### src/rtl/adam_ram.sv
module adam_ram #(
  parameter int WIDTH  = 8,
  parameter int DEPTH  = 2,
  parameter int ADDR_W = (DEPTH > 1) ? $clog2(DEPTH) : 1
) (
  input  logic              clk,
  input  logic [ADDR_W-1:0] addr,
  input  logic              we,
  input  logic [WIDTH-1:0]  wdata,
  input  logic              re,
  output logic [WIDTH-1:0]  rdata
);

  logic [WIDTH-1:0] mem [DEPTH];

  always_ff @(posedge clk) begin
    if (we) begin
      mem[addr] <= wdata;
    end
    if (re) begin
      rdata <= mem[addr];
    end
  end

endmodule

### config.mk
export PLATFORM = sky130hd
export DESIGN_NAME = adam_ram
export DESIGN_NICKNAME = d
export VERILOG_FILES = /design/src/rtl/adam_ram.sv
export SDC_FILE = /design/constraint.sdc
export NUM_CORES = 1
export LEC_CHECK = 0
export BUFFER_PORTS_ARGS = -buffer_cell sky130_fd_sc_hd__buf_4
export CAP_MARGIN = 20
export CORE_ASPECT_RATIO = 1.4
export CORE_MARGIN = 1
export CORE_UTILIZATION = 44
export CTS_CLUSTER_SIZE = 14
export DETAILED_ROUTE_END_ITERATION = 10
export PLACE_DENSITY_LB_ADDON = 0.25
export SLEW_MARGIN = 20
export SYNTH_ARGS = -nofsm -noshare
export SYNTH_HDL_FRONTEND = slang
export SYNTH_SLANG_ARGS = --single-unit
export TNS_END_PERCENT = 50
### constraint.sdc
create_clock -name clk -period 0.95 [get_ports clk]
set_input_delay 0.095 -clock clk [delete_from_list [all_inputs] [get_ports clk]]
set_output_delay 0.095 -clock clk [all_outputs]
set_load 0.02 [all_outputs]
; After elaboration in Yosys (flattened, before gate mapping)
; Memory sizes are Yosys's and may differ from the RTL's. A register that Yosys moved wholly into a read port is not among the register bits.
; Cells that the tools add are included.
[word_totals]
ff_bits = 0
ram_bits = 16
word_cells = 3
n_memories = 1
[mem_list]
columns = memory, words, word_bits, rd, rd_clocked_by_memory_dff, write_ports, line_no
row1 = mem, 2, 8, 1, 1, 1, 14  ; logic [WIDTH-1:0] mem [DEPTH];
[op_classes]
mux = 2
[ops]
columns = cell, count
row1 = two-way mux 1 bit, 2

; Longest topological paths before layout
[logic_depth]
word_depth = 2
depth_mapped = 2
ltp_nobuf = 1

; Worst setup path before layout
; OpenSTA, ideal clock, no wires.
[synth_path]
path_type = reg2reg
from = memory mem[0][0]
to = register rdata[0], read port of mem (data pin)
arrival_ns = 0.590
path_slack_ns = 0.100
stages_incl_launch_ff = 2
path_cell_list = edfxtp_1 mux2_4
[synth_rtl]
columns = item, line_no
row1 = from (decl), 14
row2 = to (decl), 11  ; output logic [WIDTH-1:0] rdata
; No word-level cell between the ends.

; Worst setup path after layout
[layout_path]
from = register rdata[3], read port of mem
to = output port rdata[3]
; No word-level cell between the ends.

==> key figures <==
Synthesis
  • Mean Syn Cell Area: between 20 and 25 um2
  • Post-synthesis instance total: 35
  • Synth Register Bits: 24
  • Synth Cell Area: approximately 870 um2
  • Synth Warn #: 0
  • Register area share after synthesis: just over 80%
  • Syn Nets: 47
  • Cell variety after synth: 5

Final layout
  • Fillers: between 100 and 150
  • Most frequent cells in the layout: 24 x edfxtp_1, 11 x buf_4, 8 x mux2_4, 8 x dlygate4sd3_1, 8 x buf_6
  • Area of the multi-input gates: 136.4 um2
  • Final nets: 78
  • Diodes inserted: 0
  • Final instance area: approximately 1200 um2
  • Register area: a little over 700 um2
  • Layout Area Growth over Synthesis: 33.29%
  • Most common cell after layout, fill and taps aside: edfxtp_1
  • Layout cell share with drive strength beyond 1: between 50% and 60%
  • Non-filler cells, final: 84

Detailed routing
  • DR iter-0 viols: 0
  • DRT Pass-1 Iters: 1
  • Total Routed Length: around 990 um
  • Via Count: 400
  • Detail Route Antenna Nets: 0
  • DRC: 0
  • Via/cell ratio: between 4 and 5
  • WL/cell: about 12 um

Worst setup path
  • Crit-path cells: buf_6
  • Crit end category: primary output
  • Crit-path max cell delay: 0.40 ns
  • CP max stage cell: edfxtp_1
  • CP top delay family: flip-flops
  • R2r setup slk: roughly 0.060 ns
  • WP buf/inv: 1
  • WP depth: 1
  • CP Data Required Time: ~0.85 ns
  • Reg2Reg Depth: 1
  • Critical path data arrival time: 0.84 ns
  • Crit path max fanout: 1
  • Startpoint Class: flop
  • Critical path class: flop to primary output

Pwr
  • PwrDens: 1651 nW/um2
  • Worst vdd ir: 1.205 mV
  • Net Sw Power: about 370 uW
  • Internal power: about 1500 uW
  • Clock power share: 21.4%
  • Static Leak: ~0.00045 uW
  • Register share of total power: about two thirds
  • Gate power share: 12.0%
  • Switching part of the total: 19.41%

STA
  • Setup violations, final: 0
  • Slew Limit Fails: 0
  • Slew headroom: 86.55%
  • Final Cycle Share: 98.79%
  • Tmin final: around 0.94 ns
  • Worst Max-Slew Pin Slew: 0.2018 ns
  • FMAX: roughly 1.1 GHz
  • Final Hold Vio Count: 0
  • Unrepaired setup endpoints after global routing: true
  • Clock Skew: about 0.0010 ns

Clock network
  • Worst-Skew Late Latency: roughly 0.29 ns
  • TritonCTS buffer count: 3
  • Sink Count: 24
  • Clock Pin Slew Worst Setup and Hold Paths: roughly 0.12 ns
  • CTS Buffer Depth: 2
  • H-tree levels: 1
  • Clk root buf: clkbuf_4
  • CTS tree: done
  • Postcts setup bufs: 0

Floorplanning
  • Die span in y: 54.57 um
  • Die width: a little under 40 um
  • Core outline area: roughly 1800 um2
  • Boundary pin count: 20
  • Die ar.: 2158 um2
  • Initial core utilization: about half
  • FP Rows: 18

Global routing
  • Total grt overflow: 0
  • Global-route wire length before repair: 1.559 mm
  • Pin count of the biggest net entering global routing: 13
  • Initial antenna violation count: 0
  • Number of global-route vias before repair: about 380
  • Gr usage total: between 10 and 15%

Min path
  • Worst hold path class: input pin to flop
  • Hold path cells: 1

Place
  • DP Area: 1025 um2
  • IO buf count: 19
  • RePlAce Congestion: 0.6366
  • Placed cell count: between 70 and 80

Run status
  • Status: completed

Run
  • Max-cap viol count: 0
[kinds of logic after synthesis]
kind of cell	after synthesis	synth area share, %
muxes	8	13.83
buffers and inverters	1	1.297
and+or+nand+nor	2	1.874
DFF	24	83.00
[per-stage QoR]
step / power, uW / utilization, % / TNS, ns / hold WS (ns) / setup slack, ns
2_1_floorplan: 1397 / - / 0 / 0.1939 / 0.09963
3_3_place_gp: 1479 / 56.88 / 0 / 0.2803 / 0.03665
3_5_place_dp: 1484 / 56.88 / 0 / 0.2826 / 0.02785
4_1_cts: 1907 / 62.78 / -0.001511 / 0.06288 / -0.001511
5_1_grt: 1978 / 64.24 / -0.1677 / 0.06553 / -0.03751
6_report: 1911 / 64.24 / 0 / 0.06634 / 0.01151
[sequential cells by signal, summed over array words and instances, names as in the netlist]
register  cells
rdata         8
mem          16
[cells in the mapped netlist]
cell	instances	share of area (%)
edfxtp_1	24	83
mux2_4	8	14
and2_2	1	0.86
and2b_2	1	1.0
buf_6	1	1.3
[power groups by stage]
stage / combinational (uW) / sequential, uW / clock, uW
2_1_floorplan: 74.4 / 1320 / 0
3_3_place_gp: 188 / 1290 / 0
3_5_place_dp: 191 / 1290 / 0
4_1_cts: 219 / 1270 / 420
5_1_grt: 248 / 1280 / 451
6_report: 230 / 1270 / 409
[worst paths after layout]
check                                    startpoint                 end
worst min register to register  mem[0][3]$_DFFE_PP_  rdata[3]$_DFFE_PP_
worst max register to register  mem[0][1]$_DFFE_PP_  rdata[1]$_DFFE_PP_
worst min-delay path                             re  rdata[0]$_DFFE_PP_
worst max-delay path             rdata[3]$_DFFE_PP_            rdata[3]
[per-layer routing]
metal | track usage, % | vias to the layer above | wire (um)
li1 | - | 198 | -
met1 | 11.90 | 186 | 396
met2 | 20.22 | 16 | 541
met3 | 3.659 | 0 | 51
met4 | 5.172 | 0 | 0
met5 | 0 | - | 0
[final cells by class]
class,count,area share (%)
clock buffer,3,1.946
multi-input combinational,10,11.78
sequential,24,62.27
tap,20,2.162
timing repair buffer,27,21.84
[timing repair]
action                                 4_1_cts  5_1_grt
hold buffers                                 8        0
setup endpoints to repair                    1        8
endpoints found under the hold margin       16        0
gates resized for setup                      1        7
(Power assumes the default switching activity.)
