[src/rtl/adam_pkg.sv]
package adam_pkg;

  localparam int NUM_COEFS  = 64;
  localparam int SLOT_W     = 6;
  localparam int VAL_W      = 32;
  localparam int LR_W       = 24;
  localparam int DECAY_W    = 16;
  localparam int EPS_W      = 24;
  localparam int NU_W       = 48;
  localparam int IDX_W      = (NUM_COEFS > 1) ? $clog2(NUM_COEFS) : 1;
  localparam int CFG_IDX_W  = 2;
  localparam int CFG_DATA_W = 24;

  // square root: radicand is nu * 2^14, two digits per cycle
  localparam int SQ_SHIFT   = 14;
  localparam int SQ_IN_W    = 64;
  localparam int ROOT_W     = SQ_IN_W / 2;
  localparam int SQ_REM_W   = ROOT_W + 4;
  localparam int SQ_CYCLES  = ROOT_W / 2;
  localparam int SQ_CNT_W   = $clog2(SQ_CYCLES);

  // divider: quotient bit pairs per cycle
  localparam int DEN_W      = 37;
  localparam int NUM_W      = 56;
  localparam int DIV_REM_W  = DEN_W + 1;
  localparam int DIV_CYCLES = NUM_W / 2;
  localparam int DIV_CNT_W  = $clog2(DIV_CYCLES);

  localparam int MEM_W      = 2 * VAL_W + NU_W;

  typedef enum logic {
    OP_LOAD   = 1'b0,
    OP_UPDATE = 1'b1
  } op_t;

  typedef enum logic [CFG_IDX_W-1:0] {
    REG_FIRST_DECAY  = 2'd0,
    REG_SECOND_DECAY = 2'd1,
    REG_EPSILON      = 2'd2,
    REG_AMSGRAD_MODE = 2'd3
  } cfg_reg_t;

  typedef struct packed {
    op_t                     op;
    logic [SLOT_W-1:0]       slot;
    logic signed [VAL_W-1:0] value;
    logic [LR_W-1:0]         learn_rate;
  } req_t;

  typedef struct packed {
    logic [SLOT_W-1:0]       out_slot;
    logic signed [VAL_W-1:0] new_coef;
    logic                    saturated;
  } rsp_t;

  typedef struct packed {
    logic signed [VAL_W-1:0] coef;
    logic signed [VAL_W-1:0] first;
    logic [NU_W-1:0]         second;
  } slot_state_t;

  // slot folded onto the store depth, one table entry per slot code
  function automatic logic [IDX_W-1:0] slot_to_index(input logic [SLOT_W-1:0] s);
    logic [IDX_W-1:0] r;
    r = '0;
    for (int j = 0; j < 2 ** SLOT_W; j++) begin
      if (s == SLOT_W'(j)) r = IDX_W'(j % NUM_COEFS);
    end
    return r;
  endfunction

endpackage

[src/rtl/adam_sqrt.sv]
module adam_sqrt (
  input  logic                        clk,
  input  logic                        rst,
  input  logic                        start,
  input  logic [adam_pkg::NU_W-1:0]   radicand,
  output logic                        done,
  output logic [adam_pkg::ROOT_W-1:0] root
);

  logic                            busy;
  logic [adam_pkg::SQ_CNT_W-1:0]   cnt;
  logic [adam_pkg::SQ_IN_W-1:0]    xs;
  logic [adam_pkg::SQ_REM_W-1:0]   rem;
  logic [adam_pkg::SQ_REM_W-1:0]   rem_next;
  logic [adam_pkg::ROOT_W-1:0]     root_next;

  // two digit-recurrence steps per cycle
  always_comb begin
    logic [adam_pkg::SQ_REM_W-1:0] r;
    logic [adam_pkg::SQ_REM_W-1:0] t;
    logic [adam_pkg::ROOT_W-1:0]   q;
    r = rem;
    q = root;
    for (int k = 0; k < 2; k++) begin
      r = {r[adam_pkg::SQ_REM_W-3:0], xs[adam_pkg::SQ_IN_W-1-2*k -: 2]};
      t = adam_pkg::SQ_REM_W'({q, 2'b01});
      if (r >= t) begin
        r = r - t;
        q = {q[adam_pkg::ROOT_W-2:0], 1'b1};
      end else begin
        q = {q[adam_pkg::ROOT_W-2:0], 1'b0};
      end
    end
    rem_next  = r;
    root_next = q;
  end

  always_ff @(posedge clk) begin
    if (rst) begin
      busy <= 1'b0;
      done <= 1'b0;
      cnt  <= '0;
    end else begin
      done <= 1'b0;
      if (start) begin
        busy <= 1'b1;
        cnt  <= '0;
        xs   <= {{(adam_pkg::SQ_IN_W - adam_pkg::NU_W - adam_pkg::SQ_SHIFT){1'b0}},
                 radicand, {adam_pkg::SQ_SHIFT{1'b0}}};
        rem  <= '0;
        root <= '0;
      end else if (busy) begin
        xs   <= {xs[adam_pkg::SQ_IN_W-5:0], 4'b0000};
        rem  <= rem_next;
        root <= root_next;
        cnt  <= cnt + 1'b1;
        if (cnt == adam_pkg::SQ_CNT_W'(adam_pkg::SQ_CYCLES - 1)) begin
          busy <= 1'b0;
          done <= 1'b1;
        end
      end
    end
  end

endmodule

[config.mk]
export PLATFORM = sky130hd
export DESIGN_NAME = adam_sqrt
export DESIGN_NICKNAME = d
export VERILOG_FILES = /design/src/rtl/adam_pkg.sv /design/src/rtl/adam_sqrt.sv
export SDC_FILE = /design/constraint.sdc
export NUM_CORES = 1
export LEC_CHECK = 0
export ABC_AREA = 0
export BUFFER_PORTS_ARGS = -buffer_cell sky130_fd_sc_hd__buf_2
export CORE_AREA = 2 2 155 157
export CTS_BUF_LIST = sky130_fd_sc_hd__clkbuf_16
export CTS_CLUSTER_SIZE = 12
export DETAILED_ROUTE_END_ITERATION = 7
export DIE_AREA = 0 0 157 159
export GPL_ROUTABILITY_DRIVEN = 0
export PLACE_DENSITY = 0.58
export SYNTH_ARGS = -nofsm -noshare
export SYNTH_HDL_FRONTEND = slang
export SYNTH_SLANG_ARGS = --single-unit
[constraint.sdc]
create_clock -name clk -period 26.7 [get_ports clk]
set_clock_uncertainty 0.15 [all_clocks]
set_input_delay 8.01 -clock clk [delete_from_list [all_inputs] [get_ports clk]]
set_output_delay 8.01 -clock clk [all_outputs]
set_load 0.01 [all_outputs]
# == Word-level counts from Yosys, hierarchy flattened ==
# Cells that the tools add are included.
# W data, S select, Z words.
# totals
elab_cells,31
regBits,132
romBits,0
latchBits,0
ramBits,0
n_memories,0
inputBits,51
# op_classes
reduce_logical,4
n_mul,0
mux,12
n_bitwise,2
order_cmp,2
div_mod_pow,0
addsub,3
shifts,0
eq_ne,1
# ops
op,count
$mux W34,3
$ge A36 B34 Y1,2
$sub A34 B34 Y34,2
$mux W64,1
$mux W62,1
$mux W32,1
$mux W1,6
$add A4 B1 Y4 const B,1
$eq A4 B4 Y1 const B,1
$reduce_or A3 Y1,1
$not A1 Y1,2
$reduce_and A2 Y1,1
$reduce_bool A2 Y1,1
$reduce_or A2 Y1,1

# == Longest topological paths before layout ==
# depth
word_depth,5
mapped_depth,27
mapped_depth_nobuf,24

# == Worst setup path after synthesis ==
# No wires, ideal clock.
# synth_path
path_kind,input to register
start,in start
end,reg busy
path_buffers,1
setup_slack_ns,12.762
stages,4
arrival_ns,13.709
cell_sequence,clkbuf_1 > nor2_1 > nor2_1 > o31a_1
# synth_via
elab_chain_len,1
# synth_rtl
element,line,text
"start, declared",adam_sqrt.sv:4,"input logic start,"
$mux W1,adam_sqrt.sv:45,if (start) begin
"end signal, assigned",adam_sqrt.sv:40,busy <= 1'b0;
"end signal, assigned",adam_sqrt.sv:46,busy <= 1'b1;
"end signal, assigned",adam_sqrt.sv:58,busy <= 1'b0;
"end, declared",adam_sqrt.sv:10,logic busy;
# Every way passes these cells.
# A chain may end at the register's enable or synchronous reset.

# == Worst setup path in the final report ==
# layout_path
start,in start
end,reg rem[31] in the netlist's numbering (data pin)
# layout_rtl
element,line,text
"end signal, assigned",adam_sqrt.sv:54,rem <= rem_next;
"end, declared",adam_sqrt.sv:13,logic [adam_pkg::SQ_REM_W-1:0] rem;
# No word-level cell between the ends.

==> metrics.log <==
[metrics] depth of the critical timing path with buffers and inverters included: 4
[metrics] cell types with the largest area share after synthesis: edfxtp_1 37%, ha_1 9.2%, mux2_2 5.4%
[metrics] mux cell area share after synthesis: 7.79%
[metrics] crit path capture: rem[31]$_SDFFCE_PP0P_
[metrics] number of nets in the final layout: 1156
[metrics] Resize count post-CTS: 0
[metrics] number of buffers added by the clock tree synthesis step: 17
[metrics] Setup Crit Path Kind: in -> reg
[metrics] combinational family with the most area after synthesis: compound AO/OA/AOI/OAI gates
[metrics] row cnt: 56
[metrics] CTS tree: done
[metrics] flip-flop cell with the highest count after synthesis: edfxtp_1
[metrics] total congestion overflow after global routing: 0
[metrics] mean routed wirelength per cell: 16.9 um
[metrics] via count: 7425
[metrics] synthesized-area fraction occupied by adder cells: 9.19%
[metrics] global-route wire length before repair: 37.7 mm
[metrics] most instantiated library cell after synthesis: edfxtp_1
[metrics] data arrival at the endpoint of the critical path: 9.67 ns
[metrics] post-synthesis to final-layout area growth: 11.0%
[metrics] Crit path max-delay family: buffers and inverters
[metrics] top cell type by total area after synthesis: edfxtp_1
[metrics] largest fanout of any net on the critical path: 84
[metrics] logic depth of the worst register-to-register path: 22
[metrics] number of max-slew violations in the final report: 0
[metrics] total of warnings raised by yosys: 0
[metrics] average size of a mapped cell: 9.42 um2
[metrics] via density per instance: 5.42
[metrics] endpoints failing hold: 0
[metrics] Slowest Stage Delay on Critical Path: 0.83 ns
[metrics] Vert. Die Dim: 159 um
[metrics] origin of the worst setup path: start
[metrics] Max-Cap Viols: 0
[metrics] minimum period implied by the final worst setup slack: 9.65 ns
[metrics] source-to-sink clock delay at the later pin of the worst-skew pair: 0.43 ns
[metrics] number of nets with antenna violations after detailed routing: 0
[metrics] library cells used by synthesis: 72
[metrics] root buffer cell: clkbuf_16
[metrics] vias in the first global route: 7109
[metrics] critical path launch point type: input pin
[metrics] xor and xnor area share after synthesis: 4.55%
[metrics] synthesis-stage register bit count: 122
[metrics] Worst-path clk slew: 0.07 ns
[metrics] Simple-Gate Fraction of Synth Area: 16.0%
[metrics] Boundary Pins: 84
[metrics] count of unresolved DRC violations after routing: 0
[metrics] Max Buffers Root-to-Sink: 2
[metrics] sequence of cells on the critical path: buf_4 -> buf_4 -> inv_1 -> a31o_1
[metrics] number of antenna violations at the first check in global routing: 1
[metrics] ranking of synthesized cells by instance count: 116 x edfxtp_1, 107 x nor2_1, 85 x a21oi_1
[metrics] maximum frequency from static timing analysis: 0.104 GHz
[metrics] Synth top area share: 37.1%
[metrics] number of levels in the clock H-tree: 4
[metrics] initial standard-cell utilization of the core: 40.5%
[metrics] reg-to-reg startpoint: root[1]$_SDFFCE_PP0P_
[metrics] number of hold-repair buffers added at the cts stage: 0
[metrics] synthesized net count: 1118
[metrics] most prevalent standard cell on the critical path: buf_4
[metrics] Synth async-reset ratio: 0%
[metrics] Data required, critical path: 26.73 ns
[metrics] Post-synth EDFFs: 116
[metrics] overall global routing resource usage: 19.0%
[metrics] setup slack of the most critical reg-to-reg path: 19.17 ns
[metrics] final wirelength: 23.2 mm
[metrics] setup violation total in the final timing report: 0
[metrics] detailed placer's ending HPWL: 16.8 mm
[metrics] Max transition margin: 33.8%
[metrics] # port buffers: 83
[metrics] number of buffers added for setup after CTS: 0
[metrics] Core Footprint: 23200 um2
[metrics] Detailed Routing Iterations Pass 1: 5
[metrics] gate count of the mapped netlist: 998
[metrics] DIE WIDTH: 157 um
[metrics] compound-gate portion of the synthesized area: 17.6%
[metrics] Total Negative Setup Slacks: 0 ns
[metrics] WP buf/inv: 3
[metrics] fin crit share: 36.1%
[metrics] destination of the worst register-to-register timing path: rem[31]$_SDFFCE_PP0P_
[metrics] type of the worst min-delay path: reg -> reg
[metrics] Seq/Total Area, Yosys: 38.3%
[metrics] number of DRC violations after detailed-routing iteration 0: 352
[metrics] Synth Cell Area: 9400 um2
[metrics] sort of element at the end of the critical path: flop
[metrics] Post-Place Worst Slack: 16.54 ns
[metrics] setup repair after global routing missed its margin: no
[metrics] Worst Slack Setup Final: 17.05 ns
[metrics] result of the run: finished, final reports clean
[metrics] maximum number of pins on one net before global-route repair: 85
[metrics] total die area: 25000 um2
[metrics] number of sinks on the clock net: 122
[metrics] Worst Max-Slew Pin Slew: 0.993 ns
[metrics] ratio of cells with drive above 1 in the final layout: 17.2%
[metrics] CP max-delay cell: buf_4
## tightest hold or removal path, cell delays in order (launching register included)
cell     delay, ns
dfxtp_1       0.32
nand2_1       0.09
nor3_1        0.05
## per-layer routing
metal	GRT usage [%]	part of all wire [%]	wire, um
met5	0	0	0
met2	30.1	46	10600
met3	3.59	4.7	1090
met1	26.6	48	11200
met4	4.88	1.2	285
## registers in the layout (all words and copies together) (netlist names)
signal	flops
xs	50
rem	34
root	32
cnt	4
busy	1
done	1
## final cells by class
| class | count | area, um2 |
|---|---|---|
| fillers | 2314 | 12800 |
| multi-input cells | 750 | 5190 |
| flip-flops and latches | 122 | 3600 |
| repair buffers | 88 | 455 |
| clock buffers | 17 | 425 |
| well taps | 319 | 399 |
| inverters | 57 | 214 |
| clock inverters | 15 | 139 |
| diodes | 1 | 2.50 |
## kinds of logic (layout without fill, tap and decap cells)
group | Yosys count | count (layout)
compound gates | 255 | 255
simple gates | 311 | 311
xor+xnor | 48 | 48
flops | 122 | 122
mux | 67 | 67
fa+ha+maj | 69 | 69
other cells | 0 | 1
buf+inv | 126 | 177
## how the worst min path moves through the flow
| stage | to | from | cells after the start |
|---|---|---|---|
| final | done$_SDFF_PP0_ | cnt[3]$_SDFFE_PP0P_ | 2 |
| after global routing | xs[47]$_DFFE_PP_ | xs[43]$_DFFE_PP_ | 1 |
| after CTS | done$_SDFF_PP0_ | cnt[3]$_SDFFE_PP0P_ | 2 |
| after detailed placement | done$_SDFF_PP0_ | cnt[3]$_SDFFE_PP0P_ | 2 |
| after global placement | done$_SDFF_PP0_ | cnt[3]$_SDFFE_PP0P_ | 2 |
| after floorplan | done$_SDFF_PP0_ | cnt[3]$_SDFFE_PP0P_ | 2 |
## placed cells by master, fill, tap and decap left out, types with 26 or more instances in the layout
master / Yosys / routed
o21ai_0: 44 / 44
a21oi_1: 85 / 85
buf_2: 3 / 82
a21o_1: 36 / 36
inv_1: 56 / 56
ha_1: 69 / 69
nor2_1: 107 / 106
mux2_2: 45 / 45
xnor2_1: 26 / 26
edfxtp_1: 116 / 116
nand2_1: 76 / 76
## metrics by stage
step / hold WS (ns) / utilization, % / std cells / instance area [um2]
2_1_floorplan: 0.300 / - / 998 / 9400
3_3_place_gp: 0.343 / 42.5 / 1336 / 9860
3_5_place_dp: 0.340 / 42.5 / 1336 / 9860
4_1_cts: 0.368 / 45.0 / 1368 / 10400
5_1_grt: 0.402 / 45.0 / 1368 / 10400
6_report: 0.366 / 45.0 / 1369 / 10400
Power is left out: the tool's default activity adds up to more than one toggle a clock period on the data nets, which glitch-free logic cannot reach.
