### src/rtl/adam_pkg.sv
package adam_pkg;

  localparam int NUM_COEFS  = 64;
  localparam int SLOT_W     = 6;
  localparam int VAL_W      = 32;
  localparam int LR_W       = 24;
  localparam int DECAY_W    = 16;
  localparam int EPS_W      = 24;
  localparam int NU_W       = 48;
  localparam int IDX_W      = (NUM_COEFS > 1) ? $clog2(NUM_COEFS) : 1;
  localparam int CFG_IDX_W  = 2;
  localparam int CFG_DATA_W = 24;

  // square root: radicand is nu * 2^14, two digits per cycle
  localparam int SQ_SHIFT   = 14;
  localparam int SQ_IN_W    = 64;
  localparam int ROOT_W     = SQ_IN_W / 2;
  localparam int SQ_REM_W   = ROOT_W + 4;
  localparam int SQ_CYCLES  = ROOT_W / 2;
  localparam int SQ_CNT_W   = $clog2(SQ_CYCLES);

  // divider: quotient bit pairs per cycle
  localparam int DEN_W      = 37;
  localparam int NUM_W      = 56;
  localparam int DIV_REM_W  = DEN_W + 1;
  localparam int DIV_CYCLES = NUM_W / 2;
  localparam int DIV_CNT_W  = $clog2(DIV_CYCLES);

  localparam int MEM_W      = 2 * VAL_W + NU_W;

  typedef enum logic {
    OP_LOAD   = 1'b0,
    OP_UPDATE = 1'b1
  } op_t;

  typedef enum logic [CFG_IDX_W-1:0] {
    REG_FIRST_DECAY  = 2'd0,
    REG_SECOND_DECAY = 2'd1,
    REG_EPSILON      = 2'd2,
    REG_AMSGRAD_MODE = 2'd3
  } cfg_reg_t;

  typedef struct packed {
    op_t                     op;
    logic [SLOT_W-1:0]       slot;
    logic signed [VAL_W-1:0] value;
    logic [LR_W-1:0]         learn_rate;
  } req_t;

  typedef struct packed {
    logic [SLOT_W-1:0]       out_slot;
    logic signed [VAL_W-1:0] new_coef;
    logic                    saturated;
  } rsp_t;

  typedef struct packed {
    logic signed [VAL_W-1:0] coef;
    logic signed [VAL_W-1:0] first;
    logic [NU_W-1:0]         second;
  } slot_state_t;

  // slot folded onto the store depth, one table entry per slot code
  function automatic logic [IDX_W-1:0] slot_to_index(input logic [SLOT_W-1:0] s);
    logic [IDX_W-1:0] r;
    r = '0;
    for (int j = 0; j < 2 ** SLOT_W; j++) begin
      if (s == SLOT_W'(j)) r = IDX_W'(j % NUM_COEFS);
    end
    return r;
  endfunction

endpackage

### src/rtl/adam_div.sv
module adam_div (
  input  logic                       clk,
  input  logic                       rst,
  input  logic                       start,
  input  logic [adam_pkg::NUM_W-1:0] num,
  input  logic [adam_pkg::DEN_W-1:0] den,
  output logic                       done,
  output logic [adam_pkg::NUM_W-1:0] quot
);

  logic                              busy;
  logic [adam_pkg::DIV_CNT_W-1:0]    cnt;
  logic [adam_pkg::DEN_W-1:0]        dv;
  logic [adam_pkg::DIV_REM_W-1:0]    rem;
  logic [adam_pkg::DIV_REM_W-1:0]    rem_next;
  logic [adam_pkg::NUM_W-1:0]        quot_next;

  // restoring division, two quotient bits per cycle; quot shifts the
  // numerator out and the quotient in
  always_comb begin
    logic [adam_pkg::DIV_REM_W-1:0] r;
    logic [adam_pkg::NUM_W-1:0]     q;
    r = rem;
    q = quot;
    for (int k = 0; k < 2; k++) begin
      r = {r[adam_pkg::DIV_REM_W-2:0], q[adam_pkg::NUM_W-1]};
      q = {q[adam_pkg::NUM_W-2:0], 1'b0};
      if (r >= adam_pkg::DIV_REM_W'(dv)) begin
        r    = r - adam_pkg::DIV_REM_W'(dv);
        q[0] = 1'b1;
      end
    end
    rem_next  = r;
    quot_next = q;
  end

  always_ff @(posedge clk) begin
    if (rst) begin
      busy <= 1'b0;
      done <= 1'b0;
      cnt  <= '0;
    end else begin
      done <= 1'b0;
      if (start) begin
        busy <= 1'b1;
        cnt  <= '0;
        dv   <= den;
        rem  <= '0;
        quot <= num;
      end else if (busy) begin
        rem  <= rem_next;
        quot <= quot_next;
        cnt  <= cnt + 1'b1;
        if (cnt == adam_pkg::DIV_CNT_W'(adam_pkg::DIV_CYCLES - 1)) begin
          busy <= 1'b0;
          done <= 1'b1;
        end
      end
    end
  end

endmodule

### config.mk
export PLATFORM = sky130hd
export DESIGN_NAME = adam_div
export DESIGN_NICKNAME = d
export VERILOG_FILES = /design/src/rtl/adam_pkg.sv /design/src/rtl/adam_div.sv
export SDC_FILE = /design/constraint.sdc
export NUM_CORES = 1
export LEC_CHECK = 0
export BUFFER_PORTS_ARGS = -buffer_cell sky130_fd_sc_hd__buf_2
export CAP_MARGIN = 25
export CORE_MARGIN = 4
export CORE_UTILIZATION = 55
export DETAILED_ROUTE_END_ITERATION = 6
export PLACE_DENSITY = 0.78
export SYNTH_ARGS = -nofsm -noshare
export SYNTH_HDL_FRONTEND = slang
export SYNTH_SLANG_ARGS = --single-unit
### constraint.sdc
create_clock -name clk -period 11.2 [get_ports clk]
set_input_delay 0.56 -clock clk [delete_from_list [all_inputs] [get_ports clk]]
set_output_delay 0.56 -clock clk [all_outputs]
set_load 0.05 [all_outputs]
Word-level counts from Yosys, hierarchy flattened --
Index checks and enable logic that the tools add are counted.
Operators by class: eq/ne operators 1, add/sub/neg operators 3, bitwise gates (word level) 2, mux-type cells 11, reduce and logical (&&, ||, !) cells 5, order comparisons 2
Operator list (number):
- 56-bit two-way mux | 2
- 37-bit two-way mux | 3
- 38-bit by 37-bit >= comparator with 1-bit output | 2
- 37-bit subtractor | 2
- 1-bit two-way mux | 6
- 5-bit by 1-bit adder with 5-bit output (second input constant) | 1
- 5-bit equality test (second input constant) | 1
- 2-bit AND reduction | 2
- 3-bit OR reduction | 1
- 1-bit inverter | 2
- 2-bit nonzero test | 1
- 2-bit OR reduction | 1
Word-level totals: register bits 137, input bits 96, output and inout port bits 57

Depth between registers and ports, before layout --
Gate-level depths: netlist of run 1.
word-level depth 6, depth in mapped cells 27, depth with buffers taken out 23

Least setup slack after synthesis of run 1 --
Ideal clock, no wire load.
kind register -> register, from register quot[55] in the netlist's numbering, to register rem[10] in the netlist's numbering (data pin), path slack 5.330 ns, period minus slack after synthesis 5.870 ns, stages on the path, launching flop included 27, buffers on the path 3, arrival time 5.604 ns, cell sequence edfxtp_1 -> inv_1 -> ha_1 -> inv_1 -> fa_1 -> a21oi_1 -> o22ai_1 -> o221ai_2 -> a31oi_4 -> nand4b_1 -> nand2_1 -> buf_1 -> buf_1 -> nor2_1 -> a21oi_1 -> ha_1 -> a211o_1 -> a31oi_1 -> a2bb2oi_1 -> a311oi_1 -> o32ai_2 -> nor4_1 -> or3_1 -> a211oi_4 -> buf_6 -> mux2i_1 -> nor2_1
On the way: longest elaborated chain between the ends 5
Ends and longest elaborated chain:
- from (decl) | RTL line adam_div.sv:8 | output logic [adam_pkg::NUM_W-1:0] quot
- from (signal assigned) | RTL line adam_div.sv:49 | quot <= num;
- from (signal assigned) | RTL line adam_div.sv:52 | quot <= quot_next;
- 37-bit subtractor / 38-bit by 37-bit >= comparator with 1-bit output (equally long branches) | RTL line adam_div.sv:29, adam_div.sv:28
- 37-bit two-way mux * | RTL line adam_div.sv:28 | if (r >= adam_pkg::DIV_REM_W'(dv)) begin
- 37-bit subtractor / 38-bit by 37-bit >= comparator with 1-bit output (equally long branches) | RTL line adam_div.sv:29, adam_div.sv:28
- 37-bit two-way mux * | RTL line adam_div.sv:28
- 37-bit two-way mux * | RTL line adam_div.sv:50 | end else if (busy) begin
- to (signal assigned) | RTL line adam_div.sv:51 | rem <= rem_next;
- to (decl) | RTL line adam_div.sv:14 | logic [adam_pkg::DIV_REM_W-1:0] rem;
Mark *: on every way between the ends. The rest lies on a longest branch, timed or not. The select of a mux whose other input is x is not followed. A chain may end at the register's enable or synchronous reset.

Final worst setup path of run 1 --
from register dv[19] in the netlist's numbering, to register rem[20] in the netlist's numbering (data pin)
On the way: longest elaborated chain between the ends 5
Ends and longest elaborated chain:
- from (decl) | RTL line adam_div.sv:13 | logic [adam_pkg::DEN_W-1:0] dv;
- from (signal assigned) | RTL line adam_div.sv:47 | dv <= den;
- 37-bit subtractor / 38-bit by 37-bit >= comparator with 1-bit output (equally long branches) | RTL line adam_div.sv:29, adam_div.sv:28
- 37-bit two-way mux | RTL line adam_div.sv:28
- 37-bit subtractor / 38-bit by 37-bit >= comparator with 1-bit output (equally long branches) | RTL line adam_div.sv:29, adam_div.sv:28
- 37-bit two-way mux * | RTL line adam_div.sv:28
- 37-bit two-way mux * | RTL line adam_div.sv:50
Marked as above.

==> results of run 1 <==
[layout make-up]
type                    count  share of cell area, %
clock buffers              18                   3.78
multi-input cells         771                   48.4
flip-flops and latches    137                   34.8
inverters                  62                   2.00
clock inverters            14                   1.32
repair buffers            160                   7.25
well taps                 229                   2.46
[synth_stat cells, types with 6 or more instances]
master	instances	area [sq um]
nand2_1	51	191
o21a_1	9	67.6
a31oi_1	17	106
o211ai_1	8	60.1
nand2b_1	6	37.5
nand4_1	19	119
a21oi_1	88	440
nor4_1	6	37.5
a211oi_1	9	67.6
dfxtp_1	7	140
inv_1	62	233
and3_1	12	75.1
nor3_1	15	75.1
o21ai_0	39	195
o21bai_1	11	82.6
clkbuf_1	24	90.1
ha_1	75	938
nor2_1	105	394
mux2_2	65	732
xor2_1	27	236
nand3_1	22	110
buf_1	7	26.3
xnor2_1	39	342
or2_2	7	43.8
a21o_1	33	248
edfxtp_1	130	3900
mux2i_1	28	280
[layer usage]
| layer | wire (microns) | GRT usage [%] |
|---|---|---|
| met4 | 514 | 7.48 |
| met5 | 0 | 0 |
| met2 | 11900 | 39.0 |
| met1 | 11300 | 34.2 |
| met3 | 2140 | 7.07 |
[registers in the layout, summed over array words and instances, names as in the netlist]
name,count
quot,56
dv,37
rem,37
cnt,5
busy,1
done,1
[how the worst min path moves through the flow]
| stage | start | to | slack [ps] | cells past startpoint |
|---|---|---|---|---|
| 6_report | den[4] | dv[4] | 290 | 1 |
| 5_1_grt | den[4] | dv[4] | 290 | 1 |
| 4_1_cts | den[12] | dv[12] | 290 | 1 |
| 3_5_place_dp | cnt[4] | cnt[4] | 500 | 2 |
| 3_3_place_gp | cnt[4] | cnt[4] | 490 | 2 |
| 2_1_floorplan | cnt[4] | cnt[4] | 470 | 2 |
[cell families (layout without fill, tap and decap cells)]
kind of cell / Yosys count / in the layout / synth area share [%]
multiplexers: 93 / 93 / 10.1
AND/OR/NAND/NOR: 271 / 271 / 13.0
XOR/XNOR: 66 / 66 / 5.75
adder cells (fa/ha/maj): 77 / 77 / 9.73
buffers and inverters: 100 / 254 / 4.03
flip-flops: 137 / 137 / 40.2
AO/OA/AOI/OAI: 264 / 264 / 17.2
[critical path: cells and delay by family, from the launching register on]
family	cells	cell delay, ps
mux	1	310
compound gates	8	2100
fa+ha+maj	2	810
simple gates	8	1970
buf+inv	5	1390
flops	1	340
[metrics by stage]
stage               hold slack (ps)  cells  setup slack, ps
finish                          295   1391             3950
global route                    285   1391             3440
CTS                             286   1390             4040
detailed placement              505   1358             4190
global placement                488   1357             4030
floorplan                       472   1008             5330
==> impl_metrics.xml, run 1 <==
<?xml version="1.0" encoding="UTF-8"?>
<metrics>
  <group name="final_layout">
    <metric name="areaGrowthSynthToFinish" unit="%">15.6</metric>
    <metric name="layout_commonest_cell" unit="">buf_2</metric>
    <metric name="num-nets-final" unit="">1322</metric>
    <metric name="stdcell_area" unit="sq mm">0.0116</metric>
    <metric name="num-fill-cells" unit="">1432</metric>
    <metric name="mostFrequentLayoutCells" unit="">151 x buf_2, 130 x edfxtp_1, 103 x nor2_1</metric>
    <metric name="seq_area" unit="sq mm">0.00404</metric>
    <metric name="final_layout_size_suffix_gt1_share" unit="%">24.3</metric>
    <metric name="multi_input_area" unit="sq mm">0.00563</metric>
    <metric name="n_antenna_cell" unit="">0</metric>
    <metric name="finish.utilization" unit="%">64.7</metric>
  </group>
  <group name="global_routing">
    <metric name="groute.usage.overall" unit="%">25.0</metric>
    <metric name="grt_antenna_before_repair" unit="">0</metric>
    <metric name="first_pass_grt_wire_length" unit="microns">40900</metric>
    <metric name="grt_pass1_vias" unit="">8118</metric>
    <metric name="grt.overflow.total" unit="">0</metric>
    <metric name="grt_start_max_net_pins" unit="">70</metric>
  </group>
  <group name="synth">
    <metric name="synth-async-reset-ratio" unit="%">0</metric>
    <metric name="gate_count_after_technology_mapping" unit="">1008</metric>
    <metric name="synth_enable_flop_cells" unit="">130</metric>
    <metric name="sequential_share_of_the_synthesized_area" unit="%">40.2</metric>
    <metric name="ys_seq_elements" unit="">137</metric>
    <metric name="post_synth.cell_area_avg" unit="sq um">9.98</metric>
    <metric name="syn_nets" unit="">1181</metric>
    <metric name="yosysWarnings" unit="">0</metric>
    <metric name="synth_ff_type" unit="">edfxtp_1</metric>
    <metric name="post_synth_instance_area" unit="sq mm">0.0101</metric>
    <metric name="yosys.cell_types.count" unit="">73</metric>
  </group>
  <group name="place">
    <metric name="gp_congestion" unit="">0.936</metric>
    <metric name="placed_area" unit="sq mm">0.0110</metric>
    <metric name="place.detailed.hpwl" unit="microns">19600</metric>
    <metric name="buffer_ports.inserted" unit="">152</metric>
  </group>
  <group name="timing">
    <metric name="final.period_utilization" unit="%">64.7</metric>
    <metric name="setup_repair_after_global_routing_missed_its_margin" unit="">no</metric>
    <metric name="report.final.slew_viol_count" unit="">0</metric>
    <metric name="final_setup_violating_endpoints" unit="">0</metric>
    <metric name="finalWorstPathRequiredPeriod" unit="ps">7250</metric>
    <metric name="fin_worst_skew" unit="ps">16.2</metric>
    <metric name="fin_tns_setup" unit="ps">0</metric>
    <metric name="report.final.hold_viol_count" unit="">0</metric>
    <metric name="tightest_slew" unit="ps">849</metric>
    <metric name="fmaxAchievable" unit="MHz">138</metric>
    <metric name="max_slew_margin" unit="%">43.4</metric>
  </group>
  <group name="clocking">
    <metric name="postCtsResizedCells" unit="">0</metric>
    <metric name="clk_transition_reported_paths" unit="ps">70</metric>
    <metric name="holdBufCountCts" unit="">0</metric>
    <metric name="cts.htree.levels" unit="">4</metric>
    <metric name="clock_sink_count" unit="">137</metric>
    <metric name="post-cts-setup-buffer-count" unit="">0</metric>
    <metric name="worstSkewPairLatency" unit="ps">440</metric>
    <metric name="tritoncts.num_buffers" unit="">17</metric>
    <metric name="cts_root_buffer" unit="">clkbuf_16</metric>
    <metric name="tritoncts" unit="">yes</metric>
    <metric name="cts-root-to-sink-buffers" unit="">2</metric>
  </group>
  <group name="worst_setup_path">
    <metric name="category_of_the_most_critical_setup_path" unit="">register to register</metric>
    <metric name="crit_path_max_fanout" unit="">32</metric>
    <metric name="timing.critical_path.to_type" unit="">register</metric>
    <metric name="worst_r2r_endpoint" unit="">rem[20]</metric>
    <metric name="worstPathArrival" unit="ps">7400</metric>
    <metric name="critical-path-top-cell-by-count" unit="">o21ai_0</metric>
    <metric name="setup.worst_path.end" unit="">rem[20]</metric>
    <metric name="r2r_start" unit="">dv[19]</metric>
    <metric name="cp.required" unit="ps">11360</metric>
    <metric name="cells_traversed_along_the_worst_timing_path" unit="">inv_1 -&gt; ha_1 -&gt; nand4_2 -&gt; nor4_4 -&gt; o221ai_2 -&gt; a31oi_4 -&gt; nand4b_1 -&gt; nand2_2 -&gt; buf_4 -&gt; inv_1 -&gt; o21ai_0 -&gt; ha_1 -&gt; o21ai_0 -&gt; o21ai_0 -&gt; nand4_1 -&gt; a311oi_1 -&gt; o32ai_2 -&gt; nor4_1 -&gt; or3_1 -&gt; a211oi_4 -&gt; buf_8 -&gt; buf_4 -&gt; mux2i_1 -&gt; nor2_1</metric>
    <metric name="worst_setup_path_start_kind" unit="">register</metric>
    <metric name="cp-startpoint" unit="">dv[19]</metric>
    <metric name="cpPeakStageDelay" unit="ps">500</metric>
    <metric name="critical-path-slowest-cell" unit="">a211oi_4</metric>
    <metric name="r2r_cells" unit="">24</metric>
    <metric name="regToRegSetupSlack" unit="ps">3950</metric>
  </group>
  <group name="die">
    <metric name="fp-row-count" unit="">49</metric>
    <metric name="dieArea" unit="sq mm">0.0205</metric>
    <metric name="design.core.area" unit="sq mm">0.0180</metric>
    <metric name="i_o_pin_total" unit="">153</metric>
    <metric name="initial_core_util" unit="%">56.0</metric>
    <metric name="die_h" unit="microns">143</metric>
    <metric name="die_x" unit="microns">143</metric>
  </group>
  <group name="route">
    <metric name="drt_wl_total" unit="microns">25800</metric>
    <metric name="drc" unit="">0</metric>
    <metric name="detailedRoute.firstPassIterationCount" unit="">6</metric>
    <metric name="detail_route.iter0.violations" unit="">704</metric>
    <metric name="via_per_inst" unit="">6.09</metric>
    <metric name="detailroute.via_count" unit="">8471</metric>
    <metric name="postRouteAntennaNets" unit="">0</metric>
    <metric name="drt-wirelength-per-cell" unit="microns">18.6</metric>
  </group>
  <group name="hold_path">
    <metric name="timing.hold.worst.class" unit="">input port to register</metric>
  </group>
  <group name="run_status">
    <metric name="outcome" unit="">finished, final reports clean</metric>
  </group>
  <group name="run">
    <metric name="max-cap-violations" unit="">0</metric>
  </group>
</metrics>
Power of run 1 is not shown: default switching activity piles up to over one toggle a cycle in this logic, so the estimate is an artifact.
==> run 2: changes to the inputs <==
==> constraint.sdc (replaced) <==
create_clock -name clk -period 7.4 [get_ports clk]
set_input_delay 0.37 -clock clk [delete_from_list [all_inputs] [get_ports clk]]
set_output_delay 0.37 -clock clk [all_outputs]
set_load 0.05 [all_outputs]
==> run 2 against run 1 <==
Via count down 1.1%. Count of clock-buffer cells in the layout unchanged. Cell area down 0.25%. Worst hold slack worse by 180 ps. Sequential share of layout area up 0.086 points. Clock skew about the same. Flip-flop and latch count unchanged. Die area unchanged. Critical endpoint is now rem[15]. Largest cell class unchanged.
==> impl_metrics.xml, run 2 (same netlist as run 1, synthesis figures left out) <==
<?xml version="1.0" encoding="UTF-8"?>
<metrics>
  <group name="final_layout">
    <metric name="final_layout_size_suffix_gt1_share" unit="%">24.2</metric>
    <metric name="n_antenna_cell" unit="">0</metric>
    <metric name="layout_commonest_cell" unit="">buf_2</metric>
    <metric name="layout.cells.non_filler" unit="">1391</metric>
    <metric name="reg.largest.list" unit="">quot: 56 flops, dv: 37 flops, rem: 37 flops</metric>
    <metric name="num-fill-cells" unit="">1450</metric>
    <metric name="areaGrowthSynthToFinish" unit="%">15.3</metric>
    <metric name="mostFrequentLayoutCells" unit="">151 x buf_2, 130 x edfxtp_1, 103 x nor2_1</metric>
    <metric name="num-nets-final" unit="">1322</metric>
    <metric name="seq_area" unit="sq mm">0.00404</metric>
    <metric name="largest-register" unit="">quot</metric>
    <metric name="number_of_flip_flops_in_the_largest_register" unit="">56</metric>
    <metric name="multi_input_area" unit="sq mm">0.00563</metric>
  </group>
  <group name="clocking">
    <metric name="clk_transition_reported_paths" unit="ps">70</metric>
    <metric name="cts_root_buffer" unit="">clkbuf_16</metric>
    <metric name="holdBufCountCts" unit="">0</metric>
    <metric name="clock_sink_count" unit="">137</metric>
    <metric name="postCtsResizedCells" unit="">0</metric>
    <metric name="worstSkewPairLatency" unit="ps">440</metric>
    <metric name="cts.htree.levels" unit="">4</metric>
    <metric name="tritoncts.num_buffers" unit="">17</metric>
    <metric name="cts-root-to-sink-buffers" unit="">2</metric>
    <metric name="tritoncts" unit="">yes</metric>
    <metric name="post-cts-setup-buffer-count" unit="">0</metric>
  </group>
  <group name="global_routing">
    <metric name="first_pass_grt_wire_length" unit="microns">41100</metric>
    <metric name="grt_pass1_vias" unit="">8275</metric>
    <metric name="groute.usage.overall" unit="%">25.2</metric>
    <metric name="grt_antenna_before_repair" unit="">0</metric>
    <metric name="grt_start_max_net_pins" unit="">75</metric>
    <metric name="grt.overflow.total" unit="">0</metric>
  </group>
  <group name="hold_path">
    <metric name="timing.hold.worst.class" unit="">input port to register</metric>
    <metric name="hold_start" unit="">den[2]</metric>
  </group>
  <group name="worst_setup_path">
    <metric name="worstPathArrival" unit="ps">7030</metric>
    <metric name="r2r_start" unit="">rem[10]</metric>
    <metric name="regToRegSetupSlack" unit="ps">650</metric>
    <metric name="worst_setup_path_start_kind" unit="">register</metric>
    <metric name="crit_path_max_fanout" unit="">38</metric>
    <metric name="timing.critical_path.to_type" unit="">register</metric>
    <metric name="category_of_the_most_critical_setup_path" unit="">register to register</metric>
    <metric name="cp-startpoint" unit="">rem[10]</metric>
    <metric name="cp.required" unit="ps">7670</metric>
    <metric name="worst_r2r_endpoint" unit="">rem[15]</metric>
    <metric name="r2r_cells" unit="">20</metric>
    <metric name="setup.worst_path.end" unit="">rem[15]</metric>
  </group>
  <group name="die">
    <metric name="i_o_pin_total" unit="">153</metric>
    <metric name="dieArea" unit="sq mm">0.0205</metric>
    <metric name="die_x" unit="microns">143</metric>
    <metric name="initial_core_util" unit="%">56.0</metric>
    <metric name="design.core.area" unit="sq mm">0.0180</metric>
    <metric name="fp-row-count" unit="">49</metric>
    <metric name="die_h" unit="microns">143</metric>
  </group>
  <group name="timing">
    <metric name="setup_repair_after_global_routing_missed_its_margin" unit="">no</metric>
    <metric name="final.hold.worst_slack" unit="ps">110</metric>
    <metric name="worst_slack" unit="ps">646</metric>
    <metric name="fin_worst_skew" unit="ps">15.9</metric>
    <metric name="fmaxAchievable" unit="MHz">148</metric>
    <metric name="tightest_slew" unit="ps">978</metric>
    <metric name="finalWorstPathRequiredPeriod" unit="ps">6750</metric>
    <metric name="report.final.hold_viol_count" unit="">0</metric>
    <metric name="final.period_utilization" unit="%">91.3</metric>
    <metric name="fin_tns_setup" unit="ps">0</metric>
    <metric name="max_slew_margin" unit="%">34.8</metric>
    <metric name="final_setup_violating_endpoints" unit="">0</metric>
    <metric name="report.final.slew_viol_count" unit="">0</metric>
  </group>
  <group name="place">
    <metric name="buffer_ports.inserted" unit="">152</metric>
    <metric name="setup_slack_at_placement" unit="ps">823</metric>
    <metric name="gp_congestion" unit="">0.915</metric>
    <metric name="dp.cells" unit="">1359</metric>
    <metric name="place.detailed.hpwl" unit="microns">19100</metric>
  </group>
  <group name="route">
    <metric name="detailedRoute.firstPassIterationCount" unit="">5</metric>
    <metric name="drc" unit="">0</metric>
    <metric name="drt_wl_total" unit="microns">25600</metric>
    <metric name="postRouteAntennaNets" unit="">0</metric>
    <metric name="via_per_inst" unit="">6.02</metric>
    <metric name="detailroute.via_count" unit="">8377</metric>
    <metric name="drt-wirelength-per-cell" unit="microns">18.4</metric>
    <metric name="detail_route.iter0.violations" unit="">613</metric>
  </group>
  <group name="run">
    <metric name="max-cap-violations" unit="">0</metric>
  </group>
  <group name="run_status">
    <metric name="outcome" unit="">finished, final reports clean</metric>
  </group>
</metrics>
-- run 2: how the worst min path moves through the flow --
stage | cells after the start | slack [ps] | end
floorplan | 1 | 440 | busy
global placement | 2 | 490 | cnt[4]
detailed placement | 2 | 510 | cnt[4]
CTS | 1 | 100 | dv[0]
global route | 1 | 90 | dv[2]
finish | 1 | 110 | dv[2]
-- run 2: worst max-delay path, cell delays in order (launching register included) --
cell and delay, ps:
edfxtp_1 390, ha_1 420, nand3_1 280, nor4_4 410, o221ai_2 210, a31oi_4 280
nand4b_1 200, nand2_2 640, mux2_2 430, ha_1 420, nand4_1 250, or4_1 580
a2bb2oi_1 160, a311oi_1 390, o32ai_2 160, nor4_1 190, or3_1 200, a211oi_4 50
buf_4 240, or3b_2 490, a21oi_1 160
-- run 2: layout make-up --
type                    count  area share (%)
multi-input cells         771            48.5
well taps                 229            2.47
repair buffers            160            7.10
flip-flops and latches    137            34.9
clock inverters            14            1.34
inverters                  62            2.01
clock buffers              18            3.70
-- run 2: metrics by stage --
stage	utilization, %	cell area, sq um
floorplan	-	10100
global placement	61.3	11000
detailed placement	61.3	11000
CTS	64.6	11600
global route	64.6	11600
finish	64.6	11600
-- run 2: per-layer routing --
metal	share of wire, %	routed length [microns]	global-route usage (%)
met1	43	10900	33.2
met2	47	12000	41.0
met3	8.5	2180	7.17
met4	1.8	450	7.14
met5	0	0	0
Power of run 2 is left out for the same reason.
==> run 3: changes to the inputs <==
--- a/config.mk
+++ b/config.mk
@@ -10,7 +10,8 @@
 export CORE_MARGIN = 4
 export CORE_UTILIZATION = 55
 export DETAILED_ROUTE_END_ITERATION = 6
-export PLACE_DENSITY = 0.78
+export PLACE_DENSITY = 0.86
+export RECOVER_POWER = 50
 export SYNTH_ARGS = -nofsm -noshare
 export SYNTH_HDL_FRONTEND = slang
 export SYNTH_SLANG_ARGS = --single-unit
==> run 3 against run 2 <==
Via count is 2.7% higher. Flip-flop and latch count stayed put. Sequential share of layout area hardly changed. Routed wire length is 3.6% higher. Global-route usage is 0.84 points higher. Cell count hardly changed. First-iteration DRC count is 25% higher. Register-to-register slack worse by 120 ps. Fmax is 1.7% lower. Count of clock-buffer cells in the layout is 1 lower. Cell area hardly changed. Setup slack worse by 120 ps. Highest routed layer unchanged.
==> impl_metrics.xml, run 3 (same netlist as run 1, synthesis figures left out) <==
<?xml version="1.0" encoding="UTF-8"?>
<metrics>
  <group name="run_status">
    <metric name="outcome" unit="">finished, final reports clean</metric>
  </group>
  <group name="hold_path">
    <metric name="timing.hold.worst.class" unit="">input port to register</metric>
    <metric name="holdPathStages" unit="">1</metric>
    <metric name="timing.hold.worst_endpoint" unit="">dv[35]</metric>
    <metric name="hold_start" unit="">den[35]</metric>
  </group>
  <group name="run">
    <metric name="max-cap-violations" unit="">0</metric>
  </group>
  <group name="timing">
    <metric name="fin_tns_setup" unit="ps">0</metric>
    <metric name="fin_worst_skew" unit="ps">10.5</metric>
    <metric name="worst_slack" unit="ps">527</metric>
    <metric name="finalWorstPathRequiredPeriod" unit="ps">6870</metric>
    <metric name="report.final.hold_viol_count" unit="">0</metric>
    <metric name="report.final.slew_viol_count" unit="">0</metric>
    <metric name="max_slew_margin" unit="%">18.9</metric>
    <metric name="tightest_slew" unit="ps">1210</metric>
    <metric name="fmaxAchievable" unit="MHz">145</metric>
    <metric name="final_setup_violating_endpoints" unit="">0</metric>
    <metric name="setup_repair_after_global_routing_missed_its_margin" unit="">no</metric>
    <metric name="final.period_utilization" unit="%">92.9</metric>
  </group>
  <group name="place">
    <metric name="setup_slack_at_placement" unit="ps">723</metric>
    <metric name="gp_congestion" unit="">0.995</metric>
    <metric name="buffer_ports.inserted" unit="">152</metric>
    <metric name="place.detailed.hpwl" unit="microns">20100</metric>
  </group>
  <group name="final_layout">
    <metric name="mostFrequentLayoutCells" unit="">130 x edfxtp_1, 104 x nor2_1, 97 x buf_2</metric>
    <metric name="n_antenna_cell" unit="">0</metric>
    <metric name="reg.largest.list" unit="">quot: 56 flops, dv: 37 flops, rem: 37 flops</metric>
    <metric name="final_layout_size_suffix_gt1_share" unit="%">19.5</metric>
    <metric name="layout_commonest_cell" unit="">edfxtp_1</metric>
    <metric name="areaGrowthSynthToFinish" unit="%">15.3</metric>
    <metric name="multi_input_area" unit="sq mm">0.00562</metric>
    <metric name="number_of_flip_flops_in_the_largest_register" unit="">56</metric>
    <metric name="num-nets-final" unit="">1323</metric>
    <metric name="num-fill-cells" unit="">1424</metric>
    <metric name="seq_area" unit="sq mm">0.00404</metric>
    <metric name="largest-register" unit="">quot</metric>
  </group>
  <group name="route">
    <metric name="met3_length" unit="microns">2550</metric>
    <metric name="drt_wl_total" unit="microns">26500</metric>
    <metric name="met1_length" unit="microns">10700</metric>
    <metric name="detailedRoute.firstPassIterationCount" unit="">6</metric>
    <metric name="detail_route.iter0.violations" unit="">764</metric>
    <metric name="drc" unit="">0</metric>
    <metric name="postRouteAntennaNets" unit="">0</metric>
    <metric name="detailroute.via_count" unit="">8603</metric>
    <metric name="drt-wirelength-per-cell" unit="microns">19.0</metric>
    <metric name="route.met2.wl" unit="microns">12600</metric>
    <metric name="routed.top_layer" unit="">met4</metric>
    <metric name="via_per_inst" unit="">6.18</metric>
  </group>
  <group name="worst_setup_path">
    <metric name="timing.critical_path.to_type" unit="">register</metric>
    <metric name="r2r_start" unit="">quot[55]</metric>
    <metric name="regToRegSetupSlack" unit="ps">530</metric>
    <metric name="worst_r2r_endpoint" unit="">rem[10]</metric>
    <metric name="category_of_the_most_critical_setup_path" unit="">register to register</metric>
    <metric name="crit_path_max_fanout" unit="">33</metric>
    <metric name="worst_setup_path_start_kind" unit="">register</metric>
    <metric name="cp.required" unit="ps">7570</metric>
    <metric name="r2r_cells" unit="">24</metric>
    <metric name="worstPathArrival" unit="ps">7040</metric>
  </group>
  <group name="global_routing">
    <metric name="grt_start_max_net_pins" unit="">94</metric>
    <metric name="first_pass_grt_wire_length" unit="microns">42200</metric>
    <metric name="grt_antenna_before_repair" unit="">0</metric>
    <metric name="grt_pass1_vias" unit="">8241</metric>
    <metric name="grt.overflow.total" unit="">0</metric>
    <metric name="groute.usage.overall" unit="%">26.1</metric>
  </group>
  <group name="clocking">
    <metric name="tritoncts" unit="">yes</metric>
    <metric name="worstSkewPairLatency" unit="ps">430</metric>
    <metric name="cts_root_buffer" unit="">clkbuf_16</metric>
    <metric name="clk_transition_reported_paths" unit="ps">70</metric>
    <metric name="post-cts-setup-buffer-count" unit="">0</metric>
    <metric name="cts-root-to-sink-buffers" unit="">2</metric>
    <metric name="holdBufCountCts" unit="">0</metric>
    <metric name="postCtsResizedCells" unit="">0</metric>
    <metric name="cts.htree.levels" unit="">4</metric>
    <metric name="tritoncts.num_buffers" unit="">17</metric>
    <metric name="clock_sink_count" unit="">137</metric>
  </group>
  <group name="die">
    <metric name="dieArea" unit="sq mm">0.0205</metric>
    <metric name="design.core.area" unit="sq mm">0.0180</metric>
    <metric name="die_h" unit="microns">143</metric>
    <metric name="initial_core_util" unit="%">56.0</metric>
    <metric name="i_o_pin_total" unit="">153</metric>
    <metric name="die_x" unit="microns">143</metric>
    <metric name="fp-row-count" unit="">49</metric>
  </group>
</metrics>
[run 3: changes by cell type in the layout (fill, tap and decap cells not counted), sizes merged]
cell / previous run / this run
buf: 160 / 106
inv: 69 / 71
clkinvlp: 3 / 1
clkinv: 3 / 5
clkbuf: 18 / 72
bufinv: 1 / 0
[run 3: worst max-delay path by stage]
stage / from / end / cells past startpoint
3_5_place_dp: quot[55] / rem[10] / 24
6_report: quot[55] / rem[10] / 24
4_1_cts: dv[19] / rem[10] / 21
5_1_grt: quot[55] / rem[10] / 23
3_3_place_gp: quot[55] / quot[0] / 23
2_1_floorplan: quot[55] / rem[10] / 26
[run 3: cell type report]
cell class | count | share of cell area, %
Sequential cell | 137 | 34.9
Timing Repair Buffer | 161 | 7.18
Inverter | 62 | 2.01
Clock inverter | 15 | 1.33
Multi-Input combinational cell | 771 | 48.5
Clock buffer | 17 | 3.67
Tap cell | 229 | 2.47
[run 3: metal layers]
metal  vias to the layer above  track usage (%)
li1                       4043                -
met1                      4063             33.9
met2                       443             43.0
met3                        54             6.97
met4                         0             7.63
met5                         -                0
[run 3: per-stage QoR]
| stage | utilization [%] | instance area (sq um) | std cells | hold slack, ps |
|---|---|---|---|---|
| floorplan | - | 10100 | 1008 | 443 |
| global placement | 61.3 | 11000 | 1357 | 491 |
| detailed placement | 61.5 | 11000 | 1358 | 493 |
| CTS | 64.7 | 11600 | 1390 | 96.4 |
| global route | 64.5 | 11600 | 1392 | 92.2 |
| finish | 64.5 | 11600 | 1392 | 112 |
[run 3: critical path: stages (launching register included)]
cell and delay (ps):
edfxtp_1 410, inv_1 60, ha_1 210, inv_1 80, fa_1 210, a21oi_1 90, o22ai_1 430, o221ai_2 220
a31oi_4 290, nand4b_1 230, nand2_2 600, inv_1 340, o21ai_0 340, ha_1 340, o21ai_0 100, o21ai_0 190
nand4_1 190, a311oi_1 130, o32ai_2 350, nor4_1 80, or3_1 400, a211oi_4 720, buf_4 310, mux2i_1 210
nor2_1 60
Power of run 3 is left out for the same reason.
